## config.mk

```make
export PLATFORM = sky130hd
export DESIGN_NAME = bankers_safety_allocator_unit
export DESIGN_NICKNAME = d
export VERILOG_FILES = /design/src/rtl/core/bsa_pkg.sv /design/src/rtl/core/bankers_safety_allocator_unit.sv /design/src/rtl/core/bsa_scan.sv
export SDC_FILE = /design/constraint.sdc
export NUM_CORES = 2
export LEC_CHECK = 0
export BUFFER_PORTS_ARGS = -buffer_cell sky130_fd_sc_hd__buf_2
export CORE_MARGIN = 2
export CORE_UTILIZATION = 50
export CTS_CLUSTER_SIZE = 16
export DETAILED_ROUTE_END_ITERATION = 8
export PLACE_DENSITY = 0.73
export SYNTH_ARGS = -nofsm -noshare
export SYNTH_HDL_FRONTEND = slang
export SYNTH_SLANG_ARGS = --single-unit
export TNS_END_PERCENT = 5
```

## constraint.sdc

```tcl
create_clock -name clk -period 8.91 [get_ports clk]
set_input_delay 1.782 -clock clk [delete_from_list [all_inputs] [get_ports clk]]
set_output_delay 1.782 -clock clk [all_outputs]
set_load 0.1 [all_outputs]
```

## src/rtl/core/bsa_pkg.sv

```systemverilog
`default_nettype none
// ----------------------------------------------------------------------------
// bsa_pkg
// Shared constants and types of the safety-checking resource allocator.
// ----------------------------------------------------------------------------
package bsa_pkg;

  localparam int DEF_CUSTOMERS   = 8;
  localparam int DEF_RESOURCES   = 4;
  localparam int DEF_COUNT_WIDTH = 8;

  localparam int AMOUNT_FIELDS = 4;
  localparam int AMOUNT_WIDTH  = 8;
  localparam int REG_COUNT     = 4;

  typedef enum logic [1:0] {
    REQ_ACQUIRE = 2'd0,
    REQ_RELEASE = 2'd1,
    REQ_CLAIM   = 2'd2,
    REQ_UNUSED  = 2'd3
  } req_type_t;

  typedef enum logic [2:0] {
    ST_GRANTED       = 3'd0,
    ST_OVER_NEED     = 3'd1,
    ST_OVER_FREE     = 3'd2,
    ST_UNSAFE        = 3'd3,
    ST_RELEASED      = 3'd4,
    ST_OVER_RELEASE  = 3'd5,
    ST_CLAIM_SET     = 3'd6,
    ST_CLAIM_REFUSED = 3'd7
  } status_t;

endpackage : bsa_pkg
`default_nettype wire

```

## src/rtl/core/bankers_safety_allocator_unit.sv

```systemverilog
`default_nettype none
// ----------------------------------------------------------------------------
// bankers_safety_allocator_unit
// Deadlock-avoiding resource allocator with a safety check per acquire request.
// ----------------------------------------------------------------------------
// Usage:
//  - Input channel: drive in_req_type, in_customer, in_amount_0..3 and pulse
//    start while busy is low; the word is taken at that edge.
//  - Result channel: out_strobe is high for one cycle with out_status and
//    out_customer_echo; the receiver cannot stall it.
//  - Configuration: APB writes of total_units_r0..r3 at 0x0, 0x4, 0x8, 0xC.
//    Each write reloads free counts from the totals and clears the per
//    customer tables by a sweep, during which busy is high.
//  - Sequence: release, claim and refused words pass read, evaluate and done
//    states; the strobe is registered from the done state.
//    An acquire that passes the checks writes back on trial and runs the
//    safety scan: an issue state, then up to CUSTOMERS passes over the single
//    read port of the held/need memory, then the done state. An unsafe result
//    writes the rollback as the scan ends, before the done state.
//  - Throughput: busy drops in the strobe cycle; the next word can be taken
//    at the edge that ends it.
//  - Reset: totals and free counts go to zero and the tables are swept clear
//    (busy high) before the first word is taken.
// ----------------------------------------------------------------------------
module bankers_safety_allocator_unit import bsa_pkg::*; #(
  parameter int CUSTOMERS   = DEF_CUSTOMERS,
  parameter int RESOURCES   = DEF_RESOURCES,
  parameter int COUNT_WIDTH = DEF_COUNT_WIDTH
) (
  input  wire logic        clk,
  input  wire logic        rst_n,
  input  wire logic        start,
  output logic             busy,
  input  wire logic [1:0]  in_req_type,
  input  wire logic [2:0]  in_customer,
  input  wire logic [7:0]  in_amount_0,
  input  wire logic [7:0]  in_amount_1,
  input  wire logic [7:0]  in_amount_2,
  input  wire logic [7:0]  in_amount_3,
  output logic             out_strobe,
  output logic [2:0]       out_status,
  output logic [2:0]       out_customer_echo,
  input  wire logic        psel,
  input  wire logic        penable,
  input  wire logic        pwrite,
  input  wire logic [3:0]  paddr,
  input  wire logic [31:0] pwdata,
  output logic [31:0]      prdata,
  output logic             pready
);

  localparam int CW = (CUSTOMERS > 1) ? $clog2(CUSTOMERS) : 1;
  localparam int RW = RESOURCES * COUNT_WIDTH;
  localparam logic [COUNT_WIDTH-1:0] CMAX = '1;

  typedef logic [RESOURCES-1:0][COUNT_WIDTH-1:0] vec_t;

  typedef enum logic [6:0] {
    S_CLEAR = 7'b0000001,
    S_IDLE  = 7'b0000010,
    S_READ  = 7'b0000100,
    S_EVAL  = 7'b0001000,
    S_SCAN  = 7'b0010000,
    S_WAIT  = 7'b0100000,
    S_DONE  = 7'b1000000
  } state_t;

  state_t               state_r, state_nxt;
  vec_t                 total_r, total_nxt;
  vec_t                 free_r, free_nxt;
  logic [CW-1:0]        clr_r, clr_nxt;
  logic [1:0]           kind_r;
  logic [2:0]           cust_r;
  vec_t                 amt_r;
  logic [2:0]           stat_r, stat_nxt;
  logic                 strobe_r, strobe_nxt;

  // held/need memory, one word per customer
  logic [RW-1:0]        held_mem [CUSTOMERS];
  logic [RW-1:0]        need_mem [CUSTOMERS];
  logic                 we;
  logic [CW-1:0]        waddr;
  vec_t                 wheld, wneed;
  logic                 re;
  logic [CW-1:0]        raddr;
  vec_t                 rheld_r, rneed_r;

  // scan interface
  logic                 scan_start;
  logic                 scan_done;
  logic                 scan_safe;
  logic                 scan_re;
  logic [CW-1:0]        scan_addr;

  logic                 cfg_wr;
  logic [$clog2(REG_COUNT)-1:0] cfg_idx;
  logic                 valid_c;
  logic [CW-1:0]        cidx;
  logic                 over_need, over_free, over_held, claim_bad;
  vec_t                 in_amt;
  vec_t                 held_add, held_sub, need_add, need_sub;

  assign pready  = 1'b1;
  assign cfg_wr  = psel && penable && pwrite;
  assign cfg_idx = paddr[3:2];

  always_comb begin
    prdata = '0;
    if (int'(cfg_idx) < RESOURCES) prdata[COUNT_WIDTH-1:0] = total_r[cfg_idx];
  end

  // Gather amounts; resources past the fields read zero
  always_comb begin
    for (int r = 0; r < RESOURCES; r++) begin
      unique case (r)
        0: in_amt[r] = COUNT_WIDTH'(in_amount_0);
        1: in_amt[r] = COUNT_WIDTH'(in_amount_1);
        2: in_amt[r] = COUNT_WIDTH'(in_amount_2);
        3: in_amt[r] = COUNT_WIDTH'(in_amount_3);
        default: in_amt[r] = '0;
      endcase
    end
  end

  assign valid_c = (32'(cust_r) < CUSTOMERS);
  assign cidx    = CW'(cust_r);

  always_comb begin
    over_need = 1'b0; over_free = 1'b0; over_held = 1'b0; claim_bad = 1'b0;
    for (int r = 0; r < RESOURCES; r++) begin
      if (amt_r[r] > rneed_r[r]) over_need = 1'b1;
      if (amt_r[r] > free_r[r])  over_free = 1'b1;
      if (amt_r[r] > rheld_r[r]) over_held = 1'b1;
      if (rheld_r[r] != '0 || amt_r[r] > total_r[r]) claim_bad = 1'b1;
      held_add[r] = rheld_r[r] + amt_r[r];
      held_sub[r] = rheld_r[r] - amt_r[r];
      need_add[r] = rneed_r[r] + amt_r[r];
      need_sub[r] = rneed_r[r] - amt_r[r];
    end
  end

  // Control sequence
  always_comb begin
    state_nxt  = state_r;
    total_nxt  = total_r;
    free_nxt   = free_r;
    clr_nxt    = clr_r;
    stat_nxt   = stat_r;
    strobe_nxt = 1'b0;
    we         = 1'b0;
    waddr      = cidx;
    wheld      = rheld_r;
    wneed      = rneed_r;
    re         = 1'b0;
    raddr      = cidx;
    scan_start = 1'b0;
    unique case (state_r)
      S_CLEAR: begin
        we    = 1'b1;
        waddr = clr_r;
        wheld = '0;
        wneed = '0;
        clr_nxt = clr_r + CW'(1);
        if (clr_r == CW'(CUSTOMERS - 1)) state_nxt = S_IDLE;
      end
      S_IDLE: begin
        if (start) state_nxt = S_READ;
      end
      S_READ: begin
        re = valid_c;
        state_nxt = S_EVAL;
      end
      S_EVAL: begin
        state_nxt = S_DONE;
        unique case (req_type_t'(kind_r))
          REQ_ACQUIRE: begin
            if (!valid_c || over_need) stat_nxt = ST_OVER_NEED;
            else if (over_free)        stat_nxt = ST_OVER_FREE;
            else begin
              we    = 1'b1;
              wheld = held_add;
              wneed = need_sub;
              for (int r = 0; r < RESOURCES; r++) free_nxt[r] = free_r[r] - amt_r[r];
              state_nxt = S_SCAN;
            end
          end
          REQ_RELEASE: begin
            if (!valid_c || over_held) stat_nxt = ST_OVER_RELEASE;
            else begin
              we    = 1'b1;
              wheld = held_sub;
              wneed = need_add;
              for (int r = 0; r < RESOURCES; r++) free_nxt[r] = free_r[r] + amt_r[r];
              stat_nxt = ST_RELEASED;
            end
          end
          REQ_CLAIM: begin
            if (!valid_c || claim_bad) stat_nxt = ST_CLAIM_REFUSED;
            else begin
              we    = 1'b1;
              wneed = amt_r;
              stat_nxt = ST_CLAIM_SET;
            end
          end
          default: stat_nxt = ST_CLAIM_REFUSED;
        endcase
      end
      S_SCAN: begin
        scan_start = 1'b1;
        state_nxt  = S_WAIT;
      end
      S_WAIT: begin
        re    = scan_re;
        raddr = scan_addr;
        if (scan_done) begin
          state_nxt = S_DONE;
          if (scan_safe) stat_nxt = ST_GRANTED;
          else begin
            stat_nxt = ST_UNSAFE;
            // roll back; rheld_r/rneed_r still hold the original entry
            we    = 1'b1;
            wheld = rheld_r;
            wneed = rneed_r;
            for (int r = 0; r < RESOURCES; r++) free_nxt[r] = free_r[r] + amt_r[r];
          end
        end
      end
      S_DONE: begin
        strobe_nxt = 1'b1;
        state_nxt  = S_IDLE;
      end
      default: state_nxt = S_IDLE;
    endcase
    if (cfg_wr && int'(cfg_idx) < RESOURCES) begin
      total_nxt[cfg_idx] = (pwdata[7:0] > 8'(CMAX)) ? CMAX : COUNT_WIDTH'(pwdata[7:0]);
      free_nxt  = total_nxt;
      clr_nxt   = '0;
      state_nxt = S_CLEAR;
    end
  end

  // Memory ports; the scan reads are held apart from the entry latch
  logic [RW-1:0] rd_h, rd_n;
  always_ff @(posedge clk) begin
    if (we) begin
      held_mem[waddr] <= wheld;
      need_mem[waddr] <= wneed;
    end
    if (re) begin
      rd_h <= held_mem[raddr];
      rd_n <= need_mem[raddr];
    end
    // latch the entry only on its own read, ready for evaluation
    if (state_r == S_READ) begin
      rheld_r <= held_mem[raddr];
      rneed_r <= need_mem[raddr];
    end
  end

  bsa_scan #(
    .CUSTOMERS   (CUSTOMERS),
    .RESOURCES   (RESOURCES),
    .COUNT_WIDTH (COUNT_WIDTH),
    .CW          (CW)
  ) u_scan (
    .clk     (clk),
    .rst_n   (rst_n),
    .start   (scan_start),
    .free_in (free_r),
    .rd_en   (scan_re),
    .rd_addr (scan_addr),
    .rd_need (rd_n),
    .rd_held (rd_h),
    .done    (scan_done),
    .safe    (scan_safe)
  );

  always_ff @(posedge clk) begin
    if (!rst_n) begin
      state_r  <= S_CLEAR;
      total_r  <= '0;
      free_r   <= '0;
      clr_r    <= '0;
      strobe_r <= 1'b0;
    end else begin
      state_r  <= state_nxt;
      total_r  <= total_nxt;
      free_r   <= free_nxt;
      clr_r    <= clr_nxt;
      strobe_r <= strobe_nxt;
    end
  end

  // Capture the word when taken
  always_ff @(posedge clk) begin
    stat_r <= stat_nxt;
    if (start && !busy) begin
      kind_r <= in_req_type;
      cust_r <= in_customer;
      amt_r  <= in_amt;
    end
  end

  assign busy              = (state_r != S_IDLE);
  assign out_strobe        = strobe_r;
  assign out_status        = stat_r;
  assign out_customer_echo = cust_r;

  // a result word follows the done state
  a_strobe: assert property (@(posedge clk) disable iff (!rst_n)
    out_strobe |-> $past(state_r == S_DONE)) else $error("stray result");
  // no word taken while busy
  a_take: assert property (@(posedge clk) disable iff (!rst_n)
    (state_r == S_READ) |-> $past(state_r == S_IDLE)) else $error("bad take");
  // a scan starts only from a checked request
  a_scan: assert property (@(posedge clk) disable iff (!rst_n)
    scan_start |-> kind_r == REQ_ACQUIRE) else $error("scan w/o request");

endmodule : bankers_safety_allocator_unit
`default_nettype wire

```

## src/rtl/core/bsa_scan.sv

```systemverilog
`default_nettype none
// ----------------------------------------------------------------------------
// bsa_scan
// Safety scan: walks customers through the need/held memory port, one entry
// per cycle, adding held units of each unfinished customer whose need fits the work
// vector, until a pass makes no progress or all customers are done.
// ----------------------------------------------------------------------------
module bsa_scan import bsa_pkg::*; #(
  parameter int CUSTOMERS   = DEF_CUSTOMERS,
  parameter int RESOURCES   = DEF_RESOURCES,
  parameter int COUNT_WIDTH = DEF_COUNT_WIDTH,
  parameter int CW          = $clog2(CUSTOMERS)
) (
  input  wire logic                                  clk,
  input  wire logic                                  rst_n,
  input  wire logic                                  start,
  input  wire logic [RESOURCES-1:0][COUNT_WIDTH-1:0] free_in,
  // memory read port, data returns in the cycle after the address
  output logic                                       rd_en,
  output logic [CW-1:0]                              rd_addr,
  input  wire logic [RESOURCES-1:0][COUNT_WIDTH-1:0] rd_need,
  input  wire logic [RESOURCES-1:0][COUNT_WIDTH-1:0] rd_held,
  output logic                                       done,
  output logic                                       safe
);

  localparam int NW = $clog2(CUSTOMERS + 1);
  // work may grow past the count range only by held sums; keep headroom
  localparam int WW = COUNT_WIDTH + CW + 1;

  logic                                 busy_r, busy_nxt;
  logic                                 chk_r, chk_nxt;     // data of chk_c_r valid
  logic [CW-1:0]                        addr_r, addr_nxt;
  logic [CW-1:0]                        chk_c_r, chk_c_nxt;
  logic [RESOURCES-1:0][WW-1:0]         work_r, work_nxt;
  logic [CUSTOMERS-1:0]                 fin_r, fin_nxt;
  logic [NW-1:0]                        nfin_r, nfin_nxt;
  logic                                 prog_r, prog_nxt;
  logic                                 done_r, done_nxt;
  logic                                 safe_r, safe_nxt;
  logic                                 fits;
  logic                                 last_c;
  logic                                 take;
  logic [NW-1:0]                        nfin_new;
  logic                                 prog_new;

  always_comb begin
    fits = 1'b1;
    for (int r = 0; r < RESOURCES; r++) begin
      if (WW'(rd_need[r]) > work_r[r]) fits = 1'b0;
    end
  end

  assign take     = chk_r && !fin_r[chk_c_r] && fits;
  assign last_c   = (chk_c_r == CW'(CUSTOMERS - 1));
  assign nfin_new = take ? nfin_r + NW'(1) : nfin_r;
  assign prog_new = prog_r | take;

  // Sequence the scan: issue address, then check returned entry
  always_comb begin
    busy_nxt   = busy_r;
    chk_nxt    = 1'b0;
    addr_nxt   = addr_r;
    chk_c_nxt  = chk_c_r;
    work_nxt   = work_r;
    fin_nxt    = fin_r;
    nfin_nxt   = nfin_r;
    prog_nxt   = prog_r;
    done_nxt   = 1'b0;
    safe_nxt   = safe_r;
    rd_en      = 1'b0;
    rd_addr    = addr_r;
    if (start) begin
      busy_nxt = 1'b1;
      addr_nxt = '0;
      fin_nxt  = '0;
      nfin_nxt = '0;
      prog_nxt = 1'b0;
      for (int r = 0; r < RESOURCES; r++) work_nxt[r] = WW'(free_in[r]);
    end else if (busy_r) begin
      if (chk_r) begin
        if (take) begin
          fin_nxt[chk_c_r] = 1'b1;
          for (int r = 0; r < RESOURCES; r++) work_nxt[r] = work_r[r] + WW'(rd_held[r]);
        end
        nfin_nxt = nfin_new;
        prog_nxt = prog_new;
      end
      if (chk_r && last_c) begin
        // end of a pass: stop on completion or stall
        if (nfin_new == NW'(CUSTOMERS) || !prog_new) begin
          busy_nxt = 1'b0;
          done_nxt = 1'b1;
          safe_nxt = (nfin_new == NW'(CUSTOMERS));
        end else begin
          prog_nxt  = 1'b0;
          rd_en     = 1'b1;
          rd_addr   = '0;
          chk_nxt   = 1'b1;
          chk_c_nxt = '0;
          addr_nxt  = CW'(1);
        end
      end else if (!chk_r || !last_c) begin
        if (!chk_r && addr_r != '0) begin
          // wait: next check arrives this cycle
          chk_nxt = 1'b0;
        end
        if (addr_r != '0 || !chk_r) begin
          if (!(chk_r && chk_c_r == CW'(CUSTOMERS - 1))) begin
            rd_en     = (addr_r <= CW'(CUSTOMERS - 1)) && !(chk_r == 1'b0 && addr_r != '0);
            rd_addr   = addr_r;
            chk_nxt   = rd_en;
            chk_c_nxt = addr_r;
            if (rd_en) addr_nxt = (addr_r == CW'(CUSTOMERS - 1)) ? '0 : addr_r + CW'(1);
          end
        end
      end
    end
  end

  always_ff @(posedge clk) begin
    if (!rst_n) begin
      busy_r <= 1'b0;
      chk_r  <= 1'b0;
      done_r <= 1'b0;
      safe_r <= 1'b0;
    end else begin
      busy_r <= busy_nxt;
      chk_r  <= chk_nxt;
      done_r <= done_nxt;
      safe_r <= safe_nxt;
    end
  end

  always_ff @(posedge clk) begin
    addr_r  <= addr_nxt;
    chk_c_r <= chk_c_nxt;
    work_r  <= work_nxt;
    fin_r   <= fin_nxt;
    nfin_r  <= nfin_nxt;
    prog_r  <= prog_nxt;
  end

  assign done = done_r;
  assign safe = safe_r;

  // a scan never reports done while still reading
  a_done_idle: assert property (@(posedge clk) disable iff (!rst_n)
    done_r |-> !busy_r) else $error("scan done while busy");
  // finish count never exceeds customers
  a_nfin: assert property (@(posedge clk) disable iff (!rst_n)
    busy_r |-> nfin_r <= NW'(CUSTOMERS)) else $error("finish count overflow");
  // each check follows a read
  a_chk: assert property (@(posedge clk) disable iff (!rst_n)
    chk_r |-> $past(rd_en)) else $error("check without read");

endmodule : bsa_scan
`default_nettype wire
```

Yosys cells after proc, flatten, opt, wreduce, memory -nomap -nowiden

Memory sizes are Yosys's and may differ from the RTL's.
Index checks and enable logic that the tools add are counted.

Flip-flop bits (word level): 314
Memory bits (writable): 512
Output and inout bits: 41
Memories: 2

Add/sub/neg operators: 31
$lt $le $gt $ge: 26
Eq/ne operators: 25
Muxes and demuxes: 111
Bitwise logic cells: 7
Reduce and logical (&&, ||, !) cells: 48

Memories:

| name     | words | bits a word | rd ports | clocked after memory_dff | write ports | RTL line                            | RTL |
|---|---|---|---|---|---|---|---|
| held_mem | 8     | 32          | 1        | 0                        | 1           | bankers_safety_allocator_unit.sv:79 | `logic [RW-1:0] held_mem [CUSTOMERS];` |
| need_mem | 8     | 32          | 1        | 0                        | 1           | bankers_safety_allocator_unit.sv:80 | `logic [RW-1:0] need_mem [CUSTOMERS];` |

Operator list:

| operator                                       | number |
|---|---|
| 32-bit two-way mux                             | 13 |
| 32-bit case mux with 2 select lines            | 5 |
| 44-bit two-way mux                             | 4 |
| 8-bit > comparator                             | 16 |
| 8-bit adder                                    | 12 |
| 32-bit case mux with 3 select lines            | 1 |
| 8-bit subtractor                               | 12 |
| 3-bit two-way mux                              | 19 |
| 12-bit by 8-bit adder with 12-bit output       | 4 |
| 8-bit by 12-bit > comparator with 1-bit output | 4 |
| 1-bit two-way mux                              | 47 |
| 7-bit two-way mux                              | 6 |
| 7-bit case mux with 6 select lines             | 1 |
| 32-bit bitwise mux                             | 1 |
| 8-bit nonzero test                             | 4 |
| 8-bit two-way mux                              | 3 |
| 8-bit binary-select mux with 2-bit select      | 1 |
| 8-bit demux with 2-bit select                  | 1 |
| 4-bit != test (second input constant)          | 4 |
| 2-bit nonzero test                             | 7 |
| 3-bit AND reduction                            | 4 |
| 1-bit logical AND                              | 10 |
| 5-bit AND reduction                            | 2 |
| 3-bit == test (second input constant)          | 3 |
| 44 further kinds                               | 64 |

Longest topological paths before layout

An unclocked memory read counts as a cell.

Word-level depth: 15
Gate-level depth with buffers: 16
Depth with buffers taken out: 13

By module

A second synthesis with hierarchy kept.

Cell total of the unflattened synthesis: 3,304
Area total of the unflattened synthesis: 42,838.6 µm²

Modules (own cells, without submodules):

| module                        | times used | cells an instance | area each (µm²) | sequential area each (µm²) |
|---|---|---|---|---|
| bankers_safety_allocator_unit | 1          | 2,717             | 37,568.5        | 21,921.0 |
| bsa_scan                      | 1          | 587               | 5,270.1         | 1,771.7 |

Worst setup path before layout

No wires, ideal clock.

Kind: flip-flop to flip-flop
From: register u_scan.chk_c_r[0]
To: register rd_h[0] (read register of held_mem), enable pin
Arrival time: 8.578 ns
Slack: -0.329 ns
Stages on the path, launching flop included: 10
Clock period less this slack: 9.239 ns
Path through: edfxtp_1 buf_2 mux4_2 mux2i_1 nand4_1 or3_1 buf_2 o22ai_1 a21oi_1 o41ai_1

Cells in the longest elaborated chain, start to end: 13
Elaborated cells between the ends (all ways): 20
Those cells by class: 2 x eq/ne; 9 x mux; 1 x bitwise; 8 x reduce/logical

RTL lines:

| element                                                 | RTL line                             | RTL |
|---|---|---|
| start, declared                                         | bsa_scan.sv:34                       | `logic [CW-1:0] chk_c_r, chk_c_nxt;` |
| start signal, assigned                                  | bsa_scan.sv:137                      | `chk_c_r <= chk_c_nxt;` |
| 1-bit binary-select mux with 3-bit select               | bsa_scan.sv:54                       | `assign take = chk_r && !fin_r[chk_c_r] && fits;` |
| 1-bit two-way mux (implied by the code)                 | bsa_scan.sv:54                       |  |
| 1-bit zero test                                         | bsa_scan.sv:54                       |  |
| 1-bit logical AND (2 in series)                         | bsa_scan.sv:54                       |  |
| 4-bit two-way mux / 1-bit OR (equally long branches)    | bsa_scan.sv:56, bsa_scan.sv:57       |  |
| 4-bit == test / 1-bit zero test (equally long branches) | bsa_scan.sv:91                       | `if (nfin_new == NW'(CUSTOMERS) \|\| !prog_new) begin` |
| 1-bit logical OR                                        | bsa_scan.sv:91                       |  |
| 1-bit two-way mux                                       | bsa_scan.sv:91                       |  |
| 1-bit two-way mux (*)                                   | bsa_scan.sv:89                       | `if (chk_r && last_c) begin` |
| 1-bit two-way mux (*) (2 in series)                     | -                                    |  |
| 1-bit case mux with 2 select lines (*)                  | bankers_safety_allocator_unit.sv:157 | `unique case (state_r)` |
| net re                                                  | bankers_safety_allocator_unit.sv:84  | `logic re;` |
| end, declared                                           | bankers_safety_allocator_unit.sv:243 | `logic [RW-1:0] rd_h, rd_n;` |

The timed path passes the listed nets; every way through them passes the cells marked *. The select of a mux whose other input is x is not followed.
A chain may end at the register's enable or synchronous reset.

Worst setup path after layout

From: register amt_r[9] in the netlist's numbering
To: memory held_mem[3][6] in the netlist's numbering, enable pin

Cells in the longest elaborated chain, start to end: 10
Elaborated cells between the ends (all ways): 25
Those cells by class: 4 x order compare; 20 x mux; 1 x reduce/logical

RTL lines:

| element                                                      | RTL line                                                                   | RTL |
|---|---|---|
| start, declared                                              | bankers_safety_allocator_unit.sv:74                                        | `vec_t amt_r;` |
| start signal, assigned                                       | bankers_safety_allocator_unit.sv:300                                       | `amt_r <= in_amt;` |
| 8-bit > comparator (on tied branches)                        | bankers_safety_allocator_unit.sv:132, bankers_safety_allocator_unit.sv:134 |  |
| 1-bit two-way mux / 1-bit logical OR (equally long branches) | bankers_safety_allocator_unit.sv:132, bankers_safety_allocator_unit.sv:134 |  |
| 1-bit two-way mux (on tied branches) (2 in series)           | bankers_safety_allocator_unit.sv:132, bankers_safety_allocator_unit.sv:134 |  |
| 1-bit two-way mux (on tied branches)                         | bankers_safety_allocator_unit.sv:178, bankers_safety_allocator_unit.sv:134 |  |
| 1-bit two-way mux (on tied branches)                         | bankers_safety_allocator_unit.sv:177, bankers_safety_allocator_unit.sv:198 |  |
| 1-bit case mux with 3 select lines (*)                       | bankers_safety_allocator_unit.sv:175                                       | `unique case (req_type_t'(kind_r))` |
| 1-bit case mux with 3 select lines (*)                       | bankers_safety_allocator_unit.sv:157                                       |  |
| 1-bit two-way mux (*)                                        | bankers_safety_allocator_unit.sv:245                                       | `if (we) begin` |
| 1-bit two-way mux (implied by the code) (*)                  | bankers_safety_allocator_unit.sv:246                                       | `held_mem[waddr] <= wheld;` |
| end, declared                                                | bankers_safety_allocator_unit.sv:79                                        |  |

Every way passes the cells marked *; elsewhere a longest branch is shown, timed or not.

==> out/results.ini <==
[clocking]
htree_levels=3
worstSkewPairLatency_ns=0.67
cts_tree=yes
cts_hold_buf=0
clk_pin_slew_ns=0.07
cts_max_path_buffers=3
clockRootBuffer=clkbuf_16
cts_made_buffers=83
clkSinkCount=826
cts_resized=0
postCtsSetupBuffers=0

[finish]
num-nets-final=4147
finalNonFillerCells=4971
fin_area_mm2=0.0477
n_antenna_cell=0
area_delta_synth_final_pct=10.1
n_fill_cell=6983
drive_above_1_share=0.0946
final_core_util=0.558

[power]
p_leak_nw=18.1
pwr-share-seq=0.527
power_switching_mw=1.99
p_sw_frac=0.232
power_frac_comb=0.065
power_mw=8.61
ir_drop_mv=0.172
power.share.clock=0.407
internal_power_mw=6.62
powerDensity_mw_per_mm2=181

[place]
pre_cts_slack_ns=3.42
place_inst=4817
placed_area_mm2=0.0450
io_buffers=68
hpwl_um=83600
place_congestion=1.01

[synth]
yosysTopAreaCell=edfxtp_1
synth.distinct_cells=87
synth_edf_count=715
synth_compound_area_frac=0.148
yosys.area_share.simple=0.111
syn_area_per_cell_um2=11.6
synth-adder-area-share=0.0944
synthTopCellsByArea=edfxtp_1, ha_1, dfxtp_1, nand2_1, mux2i_1
yosysMostFrequentCell=edfxtp_1
synth_top_family_by_area=compound AO/OA/AOI/OAI gates
ys_seq_area_frac=0.547
synthXorXnorAreaFrac=0.0220
synthCells=3730
synthArstFlopShare=0
synth_flop_cell=edfxtp_1
yosysTopAreaCellShare=0.496
synth_warnings=0
synth_seq_cells=826
yosys-top-cells-count=edfxtp_1, nand2_1, ha_1, a21oi_1, inv_1
muxShareOfSynthArea=0.0374
syn_area_mm2=0.0433

[grt]
antenna_found_initial=0
grtUsageTotal=0.279
met1_usage=0.382
grt_pass1_vias=29500
grt_max_degree=146
overflow=0
use_met3=0.0429
busiest_layer=met2
use_met2=0.438
grt_pass1_wl_um=187000

[detailed_routing]
drt_iter0_markers=3768
viasPerCell=6.24
wirelength_um=127000
antenna_left=0
drc=0
dr.pass1.iters=6
vias=31000
wl_per_cell_um=25.5

[floorplan]
fp.dieArea_mm2=0.0890
die_y_um=298
rows=107
io_pins=120
fp.dieW_um=298
start_util=0.506
coreArea_mm2=0.0855

[timing]
skew_ns=0.0308
post-route-period-util=0.640
slew_viol_final=0
hold_slack_ns=0.466
maxSlewHeadroom=0.103
finalHoldViolCount=0
tightestPinTransition_ns=1.34
final.setup.tns_ns=0
setup_slack_ns=3.21
setup_viol=0
rsz0062_at_grt=false
max_freq_mhz=175
fin_crit_ns=5.70

[critical_path]
crit_path_end_kind=flip-flop
worstPathArrival_ns=6.03
required_ns=9.23
worst-r2r-cell-count=13
start_kind=flip-flop
path_class=flip-flop to flip-flop
critPathMaxFanout=23

[min_path]
hold_path_class=flip-flop to flip-flop
hold_depth=2

[outcome]
status=completed

[flow_run]
cap_violations=0

[logic make-up (layout without fill, tap and decap cells)]
group / count (synthesis) / count (layout)
and+or+nand+nor: 1059 / 1059
DFF: 826 / 826
adders and majority gates: 310 / 310
other: 2 / 25
muxes: 149 / 149
AOI/OAI and AO/OA: 867 / 867
buffers and inverters: 408 / 482
xor gates and xnor gates: 109 / 109
[worst max-delay path, stage by stage (launching register included)]
cell      delay, ns
edfxtp_1       0.66
inv_1          0.39
fa_1           0.32
a211oi_1       0.10
nor2_1         0.26
nor4_1         0.16
nor4_1         0.72
nand3_1        0.26
nor3_2         0.44
o31a_1         0.24
a221oi_1       0.10
buf_4          0.21
nor2_4         0.98
buf_4          0.47
[metal layers]
metal  up-vias  part of all wire
met4         0             0.051
li1      14000                 -
met5         -                 0
met2      1598              0.45
met1     15100              0.41
met3       305             0.089
[worst paths after layout]
check	start	endpoint	slack (ns)
max reg2reg	amt_r[9]	held_mem[3][6]	3.21
min	u_scan.fin_r[7]	u_scan.fin_r[7]	0.47
min reg2reg	u_scan.fin_r[7]	u_scan.fin_r[7]	0.47
max	amt_r[9]	held_mem[3][6]	3.21
[sequential cells by signal, summed over array words and instances, names as in the netlist, 4 cells and up]
signal         count
rd_h              32
u_scan.work_r     48
rneed_r           32
rd_n              32
held_mem         256
free_r            32
total_r           32
u_scan.nfin_r      4
rheld_r           32
need_mem         256
amt_r             32
u_scan.fin_r       8
state_r            7
[power groups by stage]
stage | clock network [mW] | registers, mW | logic [mW]
detailed placement | 0 | 4.62 | 0.561
floorplan | 0 | 4.62 | 0.352
global route | 3.69 | 4.56 | 0.603
finish | 3.51 | 4.54 | 0.562
CTS | 3.54 | 4.54 | 0.563
global placement | 0 | 4.61 | 0.549
[layout by cell type (no fill, tap or decap), types with 28 or more instances in the layout]
cell         n
a211oi_1    30
a21o_1      66
a21oi_1    229
a221o_1     30
a221oi_2    60
buf_2       68
buf_4       46
clkbuf_16   85
dfxtp_1    111
edfxtp_1   715
fa_1        28
ha_1       282
inv_1      203
mux2i_1    136
nand2_1    429
nand3_1    198
nor2_1     179
nor2b_1     44
nor3_1      62
nor4_1      28
o211ai_1    32
o21ai_0    130
o21bai_1    41
xnor2_1     66
xor2_1      43
[cell type report]
cell class,instances,area (um2),share of cell area
clock inverter,40,448,0.00939
timing repair buffer,124,886,0.0186
tap,1144,1430,0.0300
inverter,204,766,0.0161
sequential,826,23700,0.497
clock buffer,114,2280,0.0477
multi-input combinational,2519,18200,0.381
No activity file was read; power rests on OpenSTA's default activity.
